## src/hw/rtl/frtc_pkg.sv

```systemverilog
// frtc_pkg: codes, constants and shared types of the frame request timestamp controller
// used by the tick converter and the top level; depends on nothing

package frtc_pkg;

  // 100 ns units per second, walked bit by bit by the converter's multiply steps
  localparam int unsigned HNS_W = 24;
  localparam logic [HNS_W-1:0] HNS_PER_SEC = 24'd10000000;

  // restoring division steps over a 65-bit dividend
  localparam int unsigned DIV_STEPS = 65;

  // event codes
  localparam logic [2:0] MODE_SET_STATE = 3'd0;
  localparam logic [2:0] MODE_START     = 3'd1;
  localparam logic [2:0] MODE_STOP      = 3'd2;
  localparam logic [2:0] MODE_SHUTDOWN  = 3'd3;
  localparam logic [2:0] MODE_REQUEST   = 3'd4;
  localparam logic [2:0] MODE_FRAME     = 3'd5;
  localparam logic [2:0] MODE_TICK      = 3'd6;

  // stream states, also the target codes of set state
  localparam logic [1:0] STRM_STOPPED = 2'd0;
  localparam logic [1:0] STRM_RUNNING = 2'd1;
  localparam logic [1:0] STRM_PAUSED  = 2'd2;

  // status codes
  localparam logic [2:0] STAT_OK          = 3'd0;
  localparam logic [2:0] STAT_SHUT_DOWN   = 3'd1;
  localparam logic [2:0] STAT_INVALID_REQ = 3'd2;
  localparam logic [2:0] STAT_WRONG_STATE = 3'd3;
  localparam logic [2:0] STAT_INVALID_TRN = 3'd4;

  // event kinds
  localparam logic [2:0] KIND_NONE    = 3'd0;
  localparam logic [2:0] KIND_STARTED = 3'd1;
  localparam logic [2:0] KIND_STOPPED = 3'd2;
  localparam logic [2:0] KIND_SAMPLE  = 3'd3;
  localparam logic [2:0] KIND_TICK    = 3'd4;

  // configuration register indexes
  localparam logic [1:0] CFG_EPOCH_TICK = 2'd0;
  localparam logic [1:0] CFG_EPOCH_TIME = 2'd1;
  localparam logic [1:0] CFG_TICK_RATE  = 2'd2;
  localparam logic [1:0] CFG_FRAME_DUR  = 2'd3;

  typedef struct packed {
    logic        start;
    logic [63:0] tick;
  } conv_req_t;

  typedef struct packed {
    logic               done;
    logic signed [63:0] event_time;
  } conv_rsp_t;

  typedef struct packed {
    logic [2:0]         status;
    logic [2:0]         event_kind;
    logic [15:0]        served_token;
    logic               served_token_present;
    logic signed [63:0] event_time;
    logic               oldest_dropped;
    logic [1:0]         released_count;
    logic               time_forced;
    logic [1:0]         pending_count;
    logic [1:0]         current_state;
  } result_t;

endpackage

```

## src/hw/rtl/frtc_in_if.sv

```systemverilog
// frtc_in_if: event channel of the frame request timestamp controller
// valid/ready handshake with the event word; no dependencies

interface frtc_in_if;
  logic        valid;
  logic        ready;
  logic [2:0]  mode;
  logic [1:0]  target_state;
  logic [15:0] token;
  logic        token_present;
  logic [63:0] tick_count;

  modport source (
    output valid, mode, target_state, token, token_present, tick_count,
    input  ready
  );
  modport sink (
    input  valid, mode, target_state, token, token_present, tick_count,
    output ready
  );
endinterface

```

## src/hw/rtl/frtc_out_if.sv

```systemverilog
// frtc_out_if: result channel of the frame request timestamp controller
// valid/ready handshake with the result word; no dependencies

interface frtc_out_if;
  logic               valid;
  logic               ready;
  logic [2:0]         status;
  logic [2:0]         event_kind;
  logic [15:0]        served_token;
  logic               served_token_present;
  logic signed [63:0] event_time;
  logic               oldest_dropped;
  logic [1:0]         released_count;
  logic               time_forced;
  logic [1:0]         pending_count;
  logic [1:0]         current_state;

  modport source (
    output valid, status, event_kind, served_token, served_token_present, event_time,
    output oldest_dropped, released_count, time_forced, pending_count, current_state,
    input  ready
  );
  modport sink (
    input  valid, status, event_kind, served_token, served_token_present, event_time,
    input  oldest_dropped, released_count, time_forced, pending_count, current_state,
    output ready
  );
endinterface

```

## src/hw/rtl/frtc_conv.sv

```systemverilog
// frtc_conv: iterative tick to 100 ns time converter built around one shared 65-bit adder
// depends on frtc_pkg

module frtc_conv (
  input  logic                   clk_i,
  input  logic                   rst_ni,
  input  frtc_pkg::conv_req_t    req_i,
  input  logic [63:0]            epoch_tick_i,
  input  logic signed [63:0]     epoch_time_i,
  input  logic [40:0]            tick_rate_i,
  output frtc_pkg::conv_rsp_t    rsp_o
);

  localparam logic [2:0] PH_IDLE = 3'd0;
  localparam logic [2:0] PH_DIV1 = 3'd1;
  localparam logic [2:0] PH_MUL1 = 3'd2;
  localparam logic [2:0] PH_BASE = 3'd3;
  localparam logic [2:0] PH_MUL2 = 3'd4;
  localparam logic [2:0] PH_DIV2 = 3'd5;
  localparam logic [2:0] PH_FIN  = 3'd6;

  localparam logic [6:0] DIV_LAST = 7'(frtc_pkg::DIV_STEPS - 1);
  localparam logic [6:0] MUL_LAST = 7'(frtc_pkg::HNS_W - 1);
  localparam logic [4:0] MSB_IDX  = 5'(frtc_pkg::HNS_W - 1);

  logic [2:0]         phase_q, phase_d;
  logic [6:0]         cnt_q, cnt_d;
  logic               done_q, done_d;
  logic [64:0]        acc_q, acc_d;
  logic [64:0]        quo_q, quo_d;
  logic [40:0]        rem_q, rem_d;
  logic [63:0]        base_q, base_d;
  logic signed [63:0] time_q, time_d;

  logic [64:0] op_a, op_b;
  logic        op_sub;
  logic [65:0] sum;
  logic        carry;
  logic        mul_bit;

  // constant bits walked msb first
  assign mul_bit = frtc_pkg::HNS_PER_SEC[MSB_IDX - cnt_q[4:0]];

  // operand select for the shared adder
  always_comb begin
    op_a   = '0;
    op_b   = '0;
    op_sub = 1'b0;
    unique case (phase_q)
      PH_IDLE: begin
        op_a   = {1'b0, req_i.tick};
        op_b   = {1'b0, epoch_tick_i};
        op_sub = 1'b1;
      end
      PH_DIV1, PH_DIV2: begin
        op_a   = {23'b0, rem_q, quo_q[64]};
        op_b   = {24'b0, tick_rate_i};
        op_sub = 1'b1;
      end
      PH_MUL1: begin
        op_a = {acc_q[63:0], 1'b0};
        op_b = mul_bit ? {1'b0, quo_q[63:0]} : 65'b0;
      end
      PH_BASE: begin
        op_a = {1'b0, acc_q[63:0]};
        op_b = {1'b0, epoch_time_i};
      end
      PH_MUL2: begin
        op_a = {acc_q[63:0], 1'b0};
        op_b = mul_bit ? {24'b0, rem_q} : 65'b0;
      end
      PH_FIN: begin
        op_a = {1'b0, base_q};
        op_b = quo_q;
      end
      default: begin
        op_a = '0;
      end
    endcase
  end

  assign sum   = {1'b0, op_a} + {1'b0, op_b ^ {65{op_sub}}} + {65'b0, op_sub};
  assign carry = sum[65];

  always_comb begin
    phase_d = phase_q;
    cnt_d   = cnt_q;
    done_d  = 1'b0;
    acc_d   = acc_q;
    quo_d   = quo_q;
    rem_d   = rem_q;
    base_d  = base_q;
    time_d  = time_q;
    unique case (phase_q)
      PH_IDLE: begin
        if (req_i.start) begin
          if (tick_rate_i == 41'b0) begin
            base_d  = epoch_time_i;
            quo_d   = '0;
            phase_d = PH_FIN;
          end else begin
            // no borrow means tick >= epoch; equal gives zero anyway
            quo_d   = {1'b0, carry ? sum[63:0] : 64'b0};
            rem_d   = '0;
            cnt_d   = '0;
            phase_d = PH_DIV1;
          end
        end
      end
      PH_DIV1, PH_DIV2: begin
        rem_d = carry ? sum[40:0] : op_a[40:0];
        quo_d = {quo_q[63:0], carry};
        cnt_d = cnt_q + 7'd1;
        if (cnt_q == DIV_LAST) begin
          cnt_d = '0;
          if (phase_q == PH_DIV1) begin
            acc_d   = '0;
            phase_d = PH_MUL1;
          end else begin
            phase_d = PH_FIN;
          end
        end
      end
      PH_MUL1: begin
        acc_d = sum[64:0];
        cnt_d = cnt_q + 7'd1;
        if (cnt_q == MUL_LAST) begin
          cnt_d   = '0;
          phase_d = PH_BASE;
        end
      end
      PH_BASE: begin
        base_d  = sum[63:0];
        acc_d   = '0;
        cnt_d   = '0;
        phase_d = PH_MUL2;
      end
      PH_MUL2: begin
        acc_d = sum[64:0];
        cnt_d = cnt_q + 7'd1;
        if (cnt_q == MUL_LAST) begin
          // remainder times 10^7 becomes the second dividend
          quo_d   = sum[64:0];
          rem_d   = '0;
          cnt_d   = '0;
          phase_d = PH_DIV2;
        end
      end
      PH_FIN: begin
        time_d  = $signed(sum[63:0]);
        done_d  = 1'b1;
        phase_d = PH_IDLE;
      end
      default: begin
        phase_d = PH_IDLE;
      end
    endcase
  end

  always_ff @(posedge clk_i or negedge rst_ni) begin
    if (!rst_ni) begin
      phase_q <= PH_IDLE;
      cnt_q   <= '0;
      done_q  <= 1'b0;
    end else begin
      phase_q <= phase_d;
      cnt_q   <= cnt_d;
      done_q  <= done_d;
    end
  end

  always_ff @(posedge clk_i) begin
    acc_q  <= acc_d;
    quo_q  <= quo_d;
    rem_q  <= rem_d;
    base_q <= base_d;
    time_q <= time_d;
  end

  assign rsp_o.done       = done_q;
  assign rsp_o.event_time = time_q;

endmodule

```

## src/hw/rtl/frame_request_timestamp_controller_top.sv

```systemverilog
// Capture stream controller: stream state, shutdown flag, sample request fifo and sample
// timestamps. Events that need no time (set state, start, stop, shutdown, request, and a frame
// ready or tick that does nothing) pass from accept through the EXEC and EMIT states. A
// delivered frame ready or a tick while running also waits in CONV while the tick is converted
// to 100 ns time in frtc_conv, whose single 65-bit adder runs two 65-step divisions by the
// tick rate and two 24-step multiplies by 10^7; a zero tick rate skips them. One event is in
// work at a time; a finished result waits in the output register while the next word is taken.
// Depends on frtc_pkg, frtc_in_if, frtc_out_if and frtc_conv.

module frame_request_timestamp_controller_top #(
  parameter int unsigned QUEUE_DEPTH = 2
) (
  input  logic        clk_i,
  input  logic        rst_ni,
  input  logic        cfg_we_i,
  input  logic [1:0]  cfg_idx_i,
  input  logic [63:0] cfg_wdata_i,
  frtc_in_if.sink     in_i,
  frtc_out_if.source  out_o
);

  localparam int unsigned IDX_W = (QUEUE_DEPTH > 1) ? $clog2(QUEUE_DEPTH) : 1;
  localparam int unsigned CNT_W = $clog2(QUEUE_DEPTH + 1);
  localparam logic [CNT_W-1:0] DEPTH_C  = CNT_W'(QUEUE_DEPTH);
  localparam logic [IDX_W-1:0] LAST_IDX = IDX_W'(QUEUE_DEPTH - 1);
  localparam logic [IDX_W:0]   DEPTH_X  = (IDX_W + 1)'(QUEUE_DEPTH);

  localparam logic [1:0] S_IDLE = 2'd0;
  localparam logic [1:0] S_EXEC = 2'd1;
  localparam logic [1:0] S_CONV = 2'd2;
  localparam logic [1:0] S_EMIT = 2'd3;

  // configuration
  logic [63:0]        epoch_tick_q;
  logic signed [63:0] epoch_time_q;
  logic [40:0]        tick_rate_q;
  logic [31:0]        frame_dur_q;

  // event word held during work
  logic [2:0]  mode_q;
  logic [1:0]  target_q;
  logic [15:0] token_q;
  logic        present_q;
  logic [63:0] tick_q;

  logic [1:0]         state_q, state_d;
  logic [1:0]         stream_q, stream_d;
  logic               shut_q, shut_d;
  logic [IDX_W-1:0]   head_q, head_d;
  logic [CNT_W-1:0]   count_q, count_d;
  logic signed [63:0] last_q, last_d;
  logic [16:0]        store_q [QUEUE_DEPTH];

  frtc_pkg::result_t res_q, res_d, out_q;
  logic              out_valid_q;

  frtc_pkg::conv_req_t conv_req;
  frtc_pkg::conv_rsp_t conv_rsp;
  logic                conv_start;

  logic               accept;
  logic               emit_fire;
  logic               full;
  logic [IDX_W-1:0]   head_inc;
  logic [IDX_W:0]     tail_sum, tail_wrap;
  logic [IDX_W-1:0]   tail_idx;
  logic [16:0]        head_entry;
  logic               push_we;
  logic [CNT_W+1:0]   rel_ext, pend_ext;
  logic               force_time;
  logic signed [63:0] forced_t;

  assign in_i.ready = (state_q == S_IDLE);
  assign accept     = in_i.valid && in_i.ready;
  assign emit_fire  = (state_q == S_EMIT) && (!out_valid_q || out_o.ready);

  // fifo pointers
  assign full      = (count_q == DEPTH_C);
  assign head_inc  = (head_q == LAST_IDX) ? '0 : head_q + 1'b1;
  assign tail_sum  = {1'b0, head_q} + {1'b0, count_q[IDX_W-1:0]};
  assign tail_wrap = (tail_sum >= DEPTH_X) ? tail_sum - DEPTH_X : tail_sum;
  // full queue overwrites the oldest slot
  assign tail_idx   = full ? head_q : tail_wrap[IDX_W-1:0];
  assign head_entry = store_q[head_q];
  assign rel_ext    = {2'b0, count_q};

  // monotonic forcing against the previous sample time
  assign force_time = !last_q[63] && (conv_rsp.event_time <= last_q);
  assign forced_t   = last_q + $signed({32'b0, frame_dur_q});

  assign conv_req.start = conv_start;
  assign conv_req.tick  = tick_q;

  frtc_conv u_conv (
    .clk_i        (clk_i),
    .rst_ni       (rst_ni),
    .req_i        (conv_req),
    .epoch_tick_i (epoch_tick_q),
    .epoch_time_i (epoch_time_q),
    .tick_rate_i  (tick_rate_q),
    .rsp_o        (conv_rsp)
  );

  always_comb begin
    state_d    = state_q;
    stream_d   = stream_q;
    shut_d     = shut_q;
    head_d     = head_q;
    count_d    = count_q;
    last_d     = last_q;
    res_d      = res_q;
    push_we    = 1'b0;
    conv_start = 1'b0;
    pend_ext   = {2'b0, count_q};
    unique case (state_q)
      S_IDLE: begin
        if (accept) begin
          state_d = S_EXEC;
        end
      end
      S_EXEC: begin
        res_d            = '0;
        res_d.status     = frtc_pkg::STAT_OK;
        res_d.event_kind = frtc_pkg::KIND_NONE;
        unique case (mode_q)
          frtc_pkg::MODE_SET_STATE: begin
            if (shut_q) begin
              res_d.status = frtc_pkg::STAT_SHUT_DOWN;
            end else begin
              unique case (target_q)
                frtc_pkg::STRM_RUNNING: stream_d = frtc_pkg::STRM_RUNNING;
                frtc_pkg::STRM_STOPPED: stream_d = frtc_pkg::STRM_STOPPED;
                frtc_pkg::STRM_PAUSED: begin
                  if (stream_q == frtc_pkg::STRM_RUNNING ||
                      stream_q == frtc_pkg::STRM_PAUSED) begin
                    stream_d = frtc_pkg::STRM_PAUSED;
                  end else begin
                    res_d.status = frtc_pkg::STAT_INVALID_TRN;
                  end
                end
                default: res_d.status = frtc_pkg::STAT_INVALID_REQ;
              endcase
            end
          end
          frtc_pkg::MODE_START: begin
            if (shut_q) begin
              res_d.status = frtc_pkg::STAT_SHUT_DOWN;
            end else begin
              stream_d         = frtc_pkg::STRM_RUNNING;
              last_d           = '1;
              res_d.event_kind = frtc_pkg::KIND_STARTED;
            end
          end
          frtc_pkg::MODE_STOP: begin
            if (shut_q) begin
              res_d.status = frtc_pkg::STAT_SHUT_DOWN;
            end else begin
              stream_d         = frtc_pkg::STRM_STOPPED;
              res_d.event_kind = frtc_pkg::KIND_STOPPED;
            end
            res_d.released_count = rel_ext[1:0];
            count_d              = '0;
            head_d               = '0;
          end
          frtc_pkg::MODE_SHUTDOWN: begin
            shut_d               = 1'b1;
            stream_d             = frtc_pkg::STRM_STOPPED;
            res_d.released_count = rel_ext[1:0];
            count_d              = '0;
            head_d               = '0;
          end
          frtc_pkg::MODE_REQUEST: begin
            priority if (shut_q) begin
              res_d.status = frtc_pkg::STAT_SHUT_DOWN;
            end else if (stream_q == frtc_pkg::STRM_PAUSED) begin
              res_d.status = frtc_pkg::STAT_INVALID_REQ;
            end else if (stream_q != frtc_pkg::STRM_RUNNING) begin
              res_d.status = frtc_pkg::STAT_WRONG_STATE;
            end else begin
              push_we = 1'b1;
              if (full) begin
                head_d               = head_inc;
                res_d.oldest_dropped = 1'b1;
              end else begin
                count_d = count_q + 1'b1;
              end
            end
          end
          frtc_pkg::MODE_FRAME: begin
            if (!shut_q && stream_q == frtc_pkg::STRM_RUNNING && count_q != '0) begin
              head_d                     = head_inc;
              count_d                    = count_q - 1'b1;
              res_d.served_token         = head_entry[15:0];
              res_d.served_token_present = head_entry[16];
              res_d.event_kind           = frtc_pkg::KIND_SAMPLE;
              conv_start                 = 1'b1;
            end
          end
          frtc_pkg::MODE_TICK: begin
            if (!shut_q && stream_q == frtc_pkg::STRM_RUNNING) begin
              res_d.event_kind = frtc_pkg::KIND_TICK;
              conv_start       = 1'b1;
            end
          end
          default: begin
            res_d.status = frtc_pkg::STAT_OK;
          end
        endcase
        pend_ext            = {2'b0, count_d};
        res_d.pending_count = pend_ext[1:0];
        res_d.current_state = stream_d;
        state_d             = conv_start ? S_CONV : S_EMIT;
      end
      S_CONV: begin
        if (conv_rsp.done) begin
          if (mode_q == frtc_pkg::MODE_FRAME) begin
            res_d.event_time  = force_time ? forced_t : conv_rsp.event_time;
            res_d.time_forced = force_time;
            last_d            = force_time ? forced_t : conv_rsp.event_time;
          end else begin
            res_d.event_time = conv_rsp.event_time;
          end
          state_d = S_EMIT;
        end
      end
      S_EMIT: begin
        if (emit_fire) begin
          state_d = S_IDLE;
        end
      end
      default: begin
        state_d = S_IDLE;
      end
    endcase
  end

  always_ff @(posedge clk_i or negedge rst_ni) begin
    if (!rst_ni) begin
      state_q      <= S_IDLE;
      stream_q     <= frtc_pkg::STRM_STOPPED;
      shut_q       <= 1'b0;
      head_q       <= '0;
      count_q      <= '0;
      last_q       <= '1;
      out_valid_q  <= 1'b0;
      epoch_tick_q <= '0;
      epoch_time_q <= '0;
      tick_rate_q  <= 41'd10000000;
      frame_dur_q  <= 32'd333333;
    end else begin
      state_q  <= state_d;
      stream_q <= stream_d;
      shut_q   <= shut_d;
      head_q   <= head_d;
      count_q  <= count_d;
      last_q   <= last_d;
      if (emit_fire) begin
        out_valid_q <= 1'b1;
      end else if (out_o.ready) begin
        out_valid_q <= 1'b0;
      end
      if (cfg_we_i) begin
        unique case (cfg_idx_i)
          frtc_pkg::CFG_EPOCH_TICK: epoch_tick_q <= cfg_wdata_i;
          frtc_pkg::CFG_EPOCH_TIME: epoch_time_q <= $signed(cfg_wdata_i);
          frtc_pkg::CFG_TICK_RATE:  tick_rate_q  <= cfg_wdata_i[40:0];
          frtc_pkg::CFG_FRAME_DUR:  frame_dur_q  <= cfg_wdata_i[31:0];
          default:                  epoch_tick_q <= epoch_tick_q;
        endcase
      end
    end
  end

  always_ff @(posedge clk_i) begin
    if (accept) begin
      mode_q    <= in_i.mode;
      target_q  <= in_i.target_state;
      token_q   <= in_i.token;
      present_q <= in_i.token_present;
      tick_q    <= in_i.tick_count;
    end
    if (push_we) begin
      store_q[tail_idx] <= {present_q, token_q};
    end
    res_q <= res_d;
    if (emit_fire) begin
      out_q <= res_q;
    end
  end

  assign out_o.valid                = out_valid_q;
  assign out_o.status               = out_q.status;
  assign out_o.event_kind           = out_q.event_kind;
  assign out_o.served_token         = out_q.served_token;
  assign out_o.served_token_present = out_q.served_token_present;
  assign out_o.event_time           = out_q.event_time;
  assign out_o.oldest_dropped       = out_q.oldest_dropped;
  assign out_o.released_count       = out_q.released_count;
  assign out_o.time_forced          = out_q.time_forced;
  assign out_o.pending_count        = out_q.pending_count;
  assign out_o.current_state        = out_q.current_state;

`ifndef SYNTH
  a_count_bound: assert property (@(posedge clk_i) disable iff (!rst_ni)
    count_q <= DEPTH_C)
    else $error("request fifo count above depth");

  a_shut_sticky: assert property (@(posedge clk_i) disable iff (!rst_ni)
    shut_q |=> shut_q)
    else $error("shutdown flag cleared");

  a_done_in_conv: assert property (@(posedge clk_i) disable iff (!rst_ni)
    conv_rsp.done |-> state_q == S_CONV)
    else $error("converter finished outside a conversion wait");

  a_start_idle: assert property (@(posedge clk_i) disable iff (!rst_ni)
    conv_start |=> !conv_rsp.done)
    else $error("converter answered in the cycle after start");
`endif

endmodule
```

## src/flat_wrapper.sv

```systemverilog
// flat-port wrapper written by rule: the top's interface ports become plain ports
module frame_request_timestamp_controller_top_flat 
#(
  parameter int unsigned QUEUE_DEPTH = 2
)
  (clk_i, rst_ni, cfg_we_i, cfg_idx_i, cfg_wdata_i, in_i_valid, in_i_mode, in_i_target_state, in_i_token, in_i_token_present, in_i_tick_count, in_i_ready, out_o_valid, out_o_status, out_o_event_kind, out_o_served_token, out_o_served_token_present, out_o_event_time, out_o_oldest_dropped, out_o_released_count, out_o_time_forced, out_o_pending_count, out_o_current_state, out_o_ready);
  frtc_in_if in_i_i ();
  frtc_out_if out_o_i ();
  input  logic clk_i;
  input  logic rst_ni;
  input  logic cfg_we_i;
  input  logic [1:0] cfg_idx_i;
  input  logic [63:0] cfg_wdata_i;
  input wire logic [$bits(in_i_i.valid)-1:0] in_i_valid;
  input wire logic [$bits(in_i_i.mode)-1:0] in_i_mode;
  input wire logic [$bits(in_i_i.target_state)-1:0] in_i_target_state;
  input wire logic [$bits(in_i_i.token)-1:0] in_i_token;
  input wire logic [$bits(in_i_i.token_present)-1:0] in_i_token_present;
  input wire logic [$bits(in_i_i.tick_count)-1:0] in_i_tick_count;
  output wire logic [$bits(in_i_i.ready)-1:0] in_i_ready;
  output wire logic [$bits(out_o_i.valid)-1:0] out_o_valid;
  output wire logic [$bits(out_o_i.status)-1:0] out_o_status;
  output wire logic [$bits(out_o_i.event_kind)-1:0] out_o_event_kind;
  output wire logic [$bits(out_o_i.served_token)-1:0] out_o_served_token;
  output wire logic [$bits(out_o_i.served_token_present)-1:0] out_o_served_token_present;
  output wire logic [$bits(out_o_i.event_time)-1:0] out_o_event_time;
  output wire logic [$bits(out_o_i.oldest_dropped)-1:0] out_o_oldest_dropped;
  output wire logic [$bits(out_o_i.released_count)-1:0] out_o_released_count;
  output wire logic [$bits(out_o_i.time_forced)-1:0] out_o_time_forced;
  output wire logic [$bits(out_o_i.pending_count)-1:0] out_o_pending_count;
  output wire logic [$bits(out_o_i.current_state)-1:0] out_o_current_state;
  input wire logic [$bits(out_o_i.ready)-1:0] out_o_ready;
  assign in_i_i.valid = in_i_valid;
  assign in_i_i.mode = in_i_mode;
  assign in_i_i.target_state = in_i_target_state;
  assign in_i_i.token = in_i_token;
  assign in_i_i.token_present = in_i_token_present;
  assign in_i_i.tick_count = in_i_tick_count;
  assign in_i_ready = in_i_i.ready;
  assign out_o_valid = out_o_i.valid;
  assign out_o_status = out_o_i.status;
  assign out_o_event_kind = out_o_i.event_kind;
  assign out_o_served_token = out_o_i.served_token;
  assign out_o_served_token_present = out_o_i.served_token_present;
  assign out_o_event_time = out_o_i.event_time;
  assign out_o_oldest_dropped = out_o_i.oldest_dropped;
  assign out_o_released_count = out_o_i.released_count;
  assign out_o_time_forced = out_o_i.time_forced;
  assign out_o_pending_count = out_o_i.pending_count;
  assign out_o_current_state = out_o_i.current_state;
  assign out_o_i.ready = out_o_ready;
  frame_request_timestamp_controller_top #(.QUEUE_DEPTH(QUEUE_DEPTH)) u_core (.clk_i(clk_i), .rst_ni(rst_ni), .cfg_we_i(cfg_we_i), .cfg_idx_i(cfg_idx_i), .cfg_wdata_i(cfg_wdata_i), .in_i(in_i_i), .out_o(out_o_i));
endmodule
```

## config.mk

```make
export PLATFORM = sky130hd
export DESIGN_NAME = frame_request_timestamp_controller_top_flat
export DESIGN_NICKNAME = d
export VERILOG_FILES = /design/src/hw/rtl/frtc_pkg.sv /design/src/hw/rtl/frtc_in_if.sv /design/src/hw/rtl/frtc_out_if.sv /design/src/hw/rtl/frtc_conv.sv /design/src/hw/rtl/frame_request_timestamp_controller_top.sv /design/src/flat_wrapper.sv
export SDC_FILE = /design/constraint.sdc
export NUM_CORES = 2
export LEC_CHECK = 0
export ABC_AREA = 1
export BUFFER_PORTS_ARGS = -buffer_cell sky130_fd_sc_hd__buf_2
export CORE_ASPECT_RATIO = 0.75
export CORE_MARGIN = 10
export CORE_UTILIZATION = 55
export DETAILED_ROUTE_END_ITERATION = 16
export GPL_TIMING_DRIVEN = 0
export PLACE_DENSITY_LB_ADDON = 0.25
export SKIP_CTS_REPAIR_TIMING = 1
export SLEW_MARGIN = 20
export SYNTH_ARGS = -nofsm -noshare
export SYNTH_HDL_FRONTEND = slang
export SYNTH_SLANG_ARGS = --single-unit
```

## constraint.sdc

```tcl
create_clock -name clk_i -period 12.5 [get_ports clk_i]
set_input_delay 0.625 -clock clk_i [delete_from_list [all_inputs] [get_ports clk_i]]
set_output_delay 0.625 -clock clk_i [all_outputs]
set_load 0.005 [all_outputs]
```

; ---- Yosys cells after proc, flatten, opt, wreduce, memory -nomap -nowiden
; Memory sizes are Yosys's and may differ from the RTL's.
; Cells that the tools add are included.
[word_totals]
ff_bits = 859
mem_bits_rw = 34
romBits = 32
inputBits = 157
out_inout_bits = 97
word_cells = 254
n_memories = 2
[op_classes]
add_sub_neg = 10
magnitude_cmp = 3
eq_ne = 44
muxes = 101
bitwise = 2
n_reduce_logical = 48
[mem_list]
columns = name, depth, width, rd, rd_clocked_by_memory_dff, write_ports, line
row1 = u_core.store_q, 2, 17, 1, 0, 1, frame_request_timestamp_controller_top.sv:52  ; logic [16:0] store_q [QUEUE_DEPTH];
row2 = (name not given), 32, 1, 1, 0, 0, frtc_conv.sv:42  ; assign mul_bit = frtc_pkg::HNS_PER_SEC[MSB_IDX - cnt_q[4:0]];
[op_table]
columns = operator, n
row1 = $mux W64, 14
row2 = $pmux W65 S6, 1
row3 = $pmux W64 S2, 3
row4 = $pmux W65 S5, 1
row5 = $mux W41, 5
row6 = $pmux W65 S3, 1
row7 = $pmux W64 S3, 1
row8 = $mux W65, 2
row9 = $pmux W41 S3, 1
row10 = $add A65 B65 Y66, 1
row11 = $add A66 B1 Y66, 1
row12 = $xor A65 B65 Y65, 1
row13 = $add A64 B33 Y64, 1
row14 = $le A64 B64 Y1, 1
row15 = $logic_not A41 Y1, 1
row16 = $mux W3, 11
row17 = $mux W1, 30
row18 = $mux W2, 14
row19 = $mux W7, 4
row20 = $pmux W7 S4, 1
row21 = $ne A2 B2 Y1 const B, 13
row22 = $mux W19, 1
row23 = $eq A3 B3 Y1 const B, 6
row24 = $reduce_and A3 Y1, 6
row25 = other kinds (40), 87

; ---- Logic depth before layout (Yosys ltp)
[logic_depth]
depth_word = 12
mapped_depth = 31
depth_no_buf = 29

; ---- Modules after synthesis
; Synthesis repeated with hierarchy kept, for this count alone.
[unflattened]
hier_cells = 5727
hier_area_um2 = 48522.8
[modules_own_cells]
columns = mod, instances, cells_each, area_each_um2, seq_area_each_um2
row1 = frame_request_timestamp_controller_top, 1, 3035, 27528.9, 16265.6
row2 = frtc_conv, 1, 2692, 20993.9, 9223.8

; ---- Worst setup path after synthesis
; OpenSTA, ideal clock, no wires.
[synth_timing]
kind = flip-flop to flip-flop
from = register u_core.u_conv.phase_q[1]
to = register u_core.u_conv.acc_q[0], enable pin
setup_time_ns = 0.602
arrival_time_ns = 6.440
t_required_ns = 11.898
slack_ns = 5.458
path_stages_with_launch = 8
n_path_buf = 3
period_less_slack_ns = 7.042
path_cell_list = dfrtp_1 nand2_1 inv_1 nand2_1 clkbuf_1 clkbuf_1 clkbuf_1 a311oi_1
[synth_between]
elab_chain_len = 4
elab_cells_between_ends = 11
cone_classes = eq/ne (7) / reduce/logical (4)
[synth_lines]
columns = item, line
row1 = start: declaration, frtc_conv.sv:26  ; logic [2:0] phase_q, phase_d;
row2 = start signal: assignment, frtc_conv.sv:166  ; phase_q <= phase_d;
row3 = "$eq A3 B1 Y1, or another cell as far along", "frtc_conv.sv:94, frtc_conv.sv:116"
row4 = "$reduce_or A2 Y1, on equally long branches", --
row5 = $ne A2 B2 Y1 (no line) or $reduce_bool A3 Y1 (tied branches), --
row6 = $reduce_and A3 Y1 (no line) *, --
row7 = end signal: assignment, frtc_conv.sv:173  ; acc_q <= acc_d;
row8 = end: declaration, frtc_conv.sv:29  ; logic [64:0] acc_q, acc_d;
; Mark *: on every way between the ends. The rest lies on a longest branch, timed or not.
; A chain may end at the register's enable or synchronous reset.

; ---- Worst setup path in the final report
[layout_timing]
from = register u_core.u_conv.phase_q[1]
to = register u_core.u_conv.rem_q[37] (data pin)
[layout_between]
elab_chain_len = 8
elab_cells_between_ends = 18
cone_classes = add/sub (2) / eq/ne (6) / mux (5) / bitwise (1) / reduce/logical (4)
[layout_lines]
columns = item, line
row1 = "$eq A3 B1 Y1, or another cell as far along", "frtc_conv.sv:49, frtc_conv.sv:94"
row2 = $reduce_or A2 Y1 or $reduce_or A3 Y1 (tied branches), --
row3 = $pmux W65 S6 or $mux W1 (tied branches), frtc_conv.sv:49  ; unique case (phase_q)
row4 = $xor A65 B65 Y65, frtc_conv.sv:82  ; assign sum = {1'b0, op_a} + {1'b0, op_b ^ {65{op_sub}}} + {65'b0, op_sub};
row5 = $add A65 B65 Y66, frtc_conv.sv:82
row6 = $add A66 B1 Y66, frtc_conv.sv:82
row7 = $mux W41, frtc_conv.sv:111  ; rem_d = carry ? sum[40:0] : op_a[40:0];
row8 = $pmux W41 S3 *, frtc_conv.sv:94  ; unique case (phase_q)
row9 = end signal: assignment, frtc_conv.sv:175  ; rem_q <= rem_d;
row10 = end: declaration, frtc_conv.sv:31  ; logic [40:0] rem_q, rem_d;
; Marks and branches as above.

==> impl_metrics.toml <==
[final_layout]
area_delta_synth_final_pct = 13.5
final_net_count = 6091
drive_gt1_share_pct = 10.6

[global_routing]
grt_max_degree = 101
grt_first_pass_wirelength_mm = 261
antenna_found_initial = 6
grt_overflow = 0
grtUsageTotal_pct = 35.3
grt_pass1_vias = 39854

[logic_synthesis]
yosysTopAreaCell = "edfxtp_1"
async_flop_share_pct = 31.9
synth_edf_count = 608
synth_nets = 5717
avgSynthCellArea_um2 = 8.93
synth_cells = 5383
yosys_warnings = 0
yosysSeqAreaShare_pct = 53.0
yosysMostFrequentCell = "nand2_1"
synth.area.top_cells = "edfxtp_1 38%, dfrtp_1 11%, nand2_1 9.6%, inv_1 5.5%, ha_1 4.6%"
synth_area_um2 = 48000
synth_ff_type = "edfxtp_1"
synth_cell_types = 65
yosysTopAreaCellShare_pct = 38.0
ys_ff_latch = 893
synth_common_cells = "1225 x nand2_1, 708 x inv_1, 608 x edfxtp_1"

[floorplanning]
fp-row-count = 93
die_h_um = 276
dieWidth_um = 361
core_area_um2 = 86200
io_pins = 254
initial_core_util_pct = 55.7
design.die.area_um2 = 99700

[routing]
dr.pass1.iters = 8
vias_per_cell = 6.17
vias = 43080
wl_mm = 182
drtIter0Drc = 7139
drcViolationCount = 0
wl_per_cell_um = 26.1
final_antenna_net_count = 0

[setup_path]
start_kind = "register"
cp_max_fo = 10
worstPathRequired_ns = 12.94
crit_family = "buffers and inverters"
slowest_delay_ns = 0.70
crit_chain = "nand2_1 -> inv_1 -> nand2_1 -> clkbuf_1 -> clkbuf_1 -> clkbuf_1 -> clkbuf_2 -> o211ai_1 -> ha_1 -> nand2_1 -> nor2_1 -> inv_1 -> nor3_1 -> inv_1 -> nor3_1 -> a21oi_1 -> nand2_4 -> clkbuf_1 -> nand3_1 -> nand3_1 -> inv_1"
critPathBufInv = 9
critPathKind = "reg2reg"
crit_path_end_kind = "register"
crit_arrival_ns = 7.96
crit_path_top_delay_cell = "clkbuf_1"

[sta]
maxSlewViolCount = 0
holdWs_ns = 0.102
setup_viol = 0
period_minus_slack_ns = 7.51
grt_setup_unrepaired = "no"
skew_ns = 0.0294
hold_viol = 0
finalCritPeriodShare_pct = 60.1
postLayoutSetupSlackWorst_ns = 4.99
relSlewSlack_pct = 14.1
tightest_slew_ns = 1.29
tns_ns = 0
clock.fmax_mhz = 133

[clock_network]
insertion_delay_ns = 0.70
path_clk_slew_ns = 0.07
cts_tree = "yes"
htreeDepth = 3
cts-root-buf = "clkbuf_16"
numCtsBuffers = 89
cts_buffer_depth = 3
clock-sinks = 893

[min_path]
worst_hold_path_type = "in2reg"

[placed_design]
hpwl_mm = 141
place_congestion = 1.07
dp_slack_ns = 5.21
port_buffers = 253

[run_status]
status = "finished, final reports clean"

[flow_run]
maxCapViolCount = 0
[sequential cells by signal, indices dropped and copies added (netlist names), 7 cells and up]
signal and flops:
u_core.out_o.served_token 16, u_core.u_conv.base_q 64, u_core.epoch_tick_q 64, u_core.u_conv.quo_q 65
u_core.out_o.event_time 64, u_core.last_q 64, u_core.res_q 95, u_core.tick_rate_q 41
u_core.store_q 34, u_core.token_q 16, u_core.u_conv.cnt_q 7, u_core.u_conv.rem_q 41
u_core.frame_dur_q 32, u_core.tick_q 64, u_core.u_conv.acc_q 64, u_core.epoch_time_q 64
u_core.u_conv.time_q 64
[logic make-up after synthesis]
logic type	count (synthesis)	synth area share, %
compound gates	1110	13.9
flops	893	53.0
fa+ha+maj	177	4.64
xor+xnor	132	2.56
simple gates	2122	18.4
buf+inv	949	7.50
[cells in the final DEF, fill, tap and decap left out, drive strengths merged, types with 84 or more instances in the layout]
cell type	n
a21oi	274
buf	337
clkbuf	278
dfrtp	205
edfxtp	608
ha	175
inv	730
nand2	1248
nand3	323
nor2	386
o21a	84
o21ai	443
xor2	92
[routing by layer]
metal  vias to the layer above  wire (um)  track usage (%)
met5                         -         62                0
met4                         6       7620             13.1
met3                       499      30600             15.5
met2                      3270      70900             47.5
met1                     20322      73000             49.6
li1                      18983          -                -
[final cells by class]
class	count	area, um^2
Fill cell	7306	31700
Sequential cell	893	25500
Multi-Input combinational cell	3541	19000
Inverter	727	2730
Clock buffer	111	2400
Timing Repair Buffer	283	1840
Tap cell	1140	1430
Buffer	222	880
Clock inverter	54	729
Antenna cell	7	17.5
[per-stage QoR]
| stage | util [%] | cell area, um^2 | std cells |
|---|---|---|---|
| floorplan | - | 48000 | 5383 |
| global placement | 58.8 | 50700 | 6776 |
| detailed placement | 59.6 | 51400 | 6805 |
| CTS | 63.2 | 54500 | 6970 |
| global route | 63.2 | 54500 | 6975 |
| finish | 63.3 | 54500 | 6978 |
[path summary, 6_finish.rpt]
path,start,end,slack (ns),depth (start not counted)
min in group asynchronous,rst_ni,u_core.last_q[42],0.54,2
worst min-delay path,in_i_tick_count[63],u_core.tick_q[63],0.10,1
worst min register to register,u_core.res_q[0],u_core.out_o.current_state[0],0.42,0
worst max register to register,u_core.u_conv.phase_q[1],u_core.u_conv.rem_q[37],4.99,21
max in group asynchronous,rst_ni,u_core.last_q[25],10.47,5
worst max-delay path,u_core.u_conv.phase_q[1],u_core.u_conv.rem_q[37],4.99,21
Power is not shown: default switching activity piles up to over one toggle a cycle in this logic, so the estimate is an artifact.
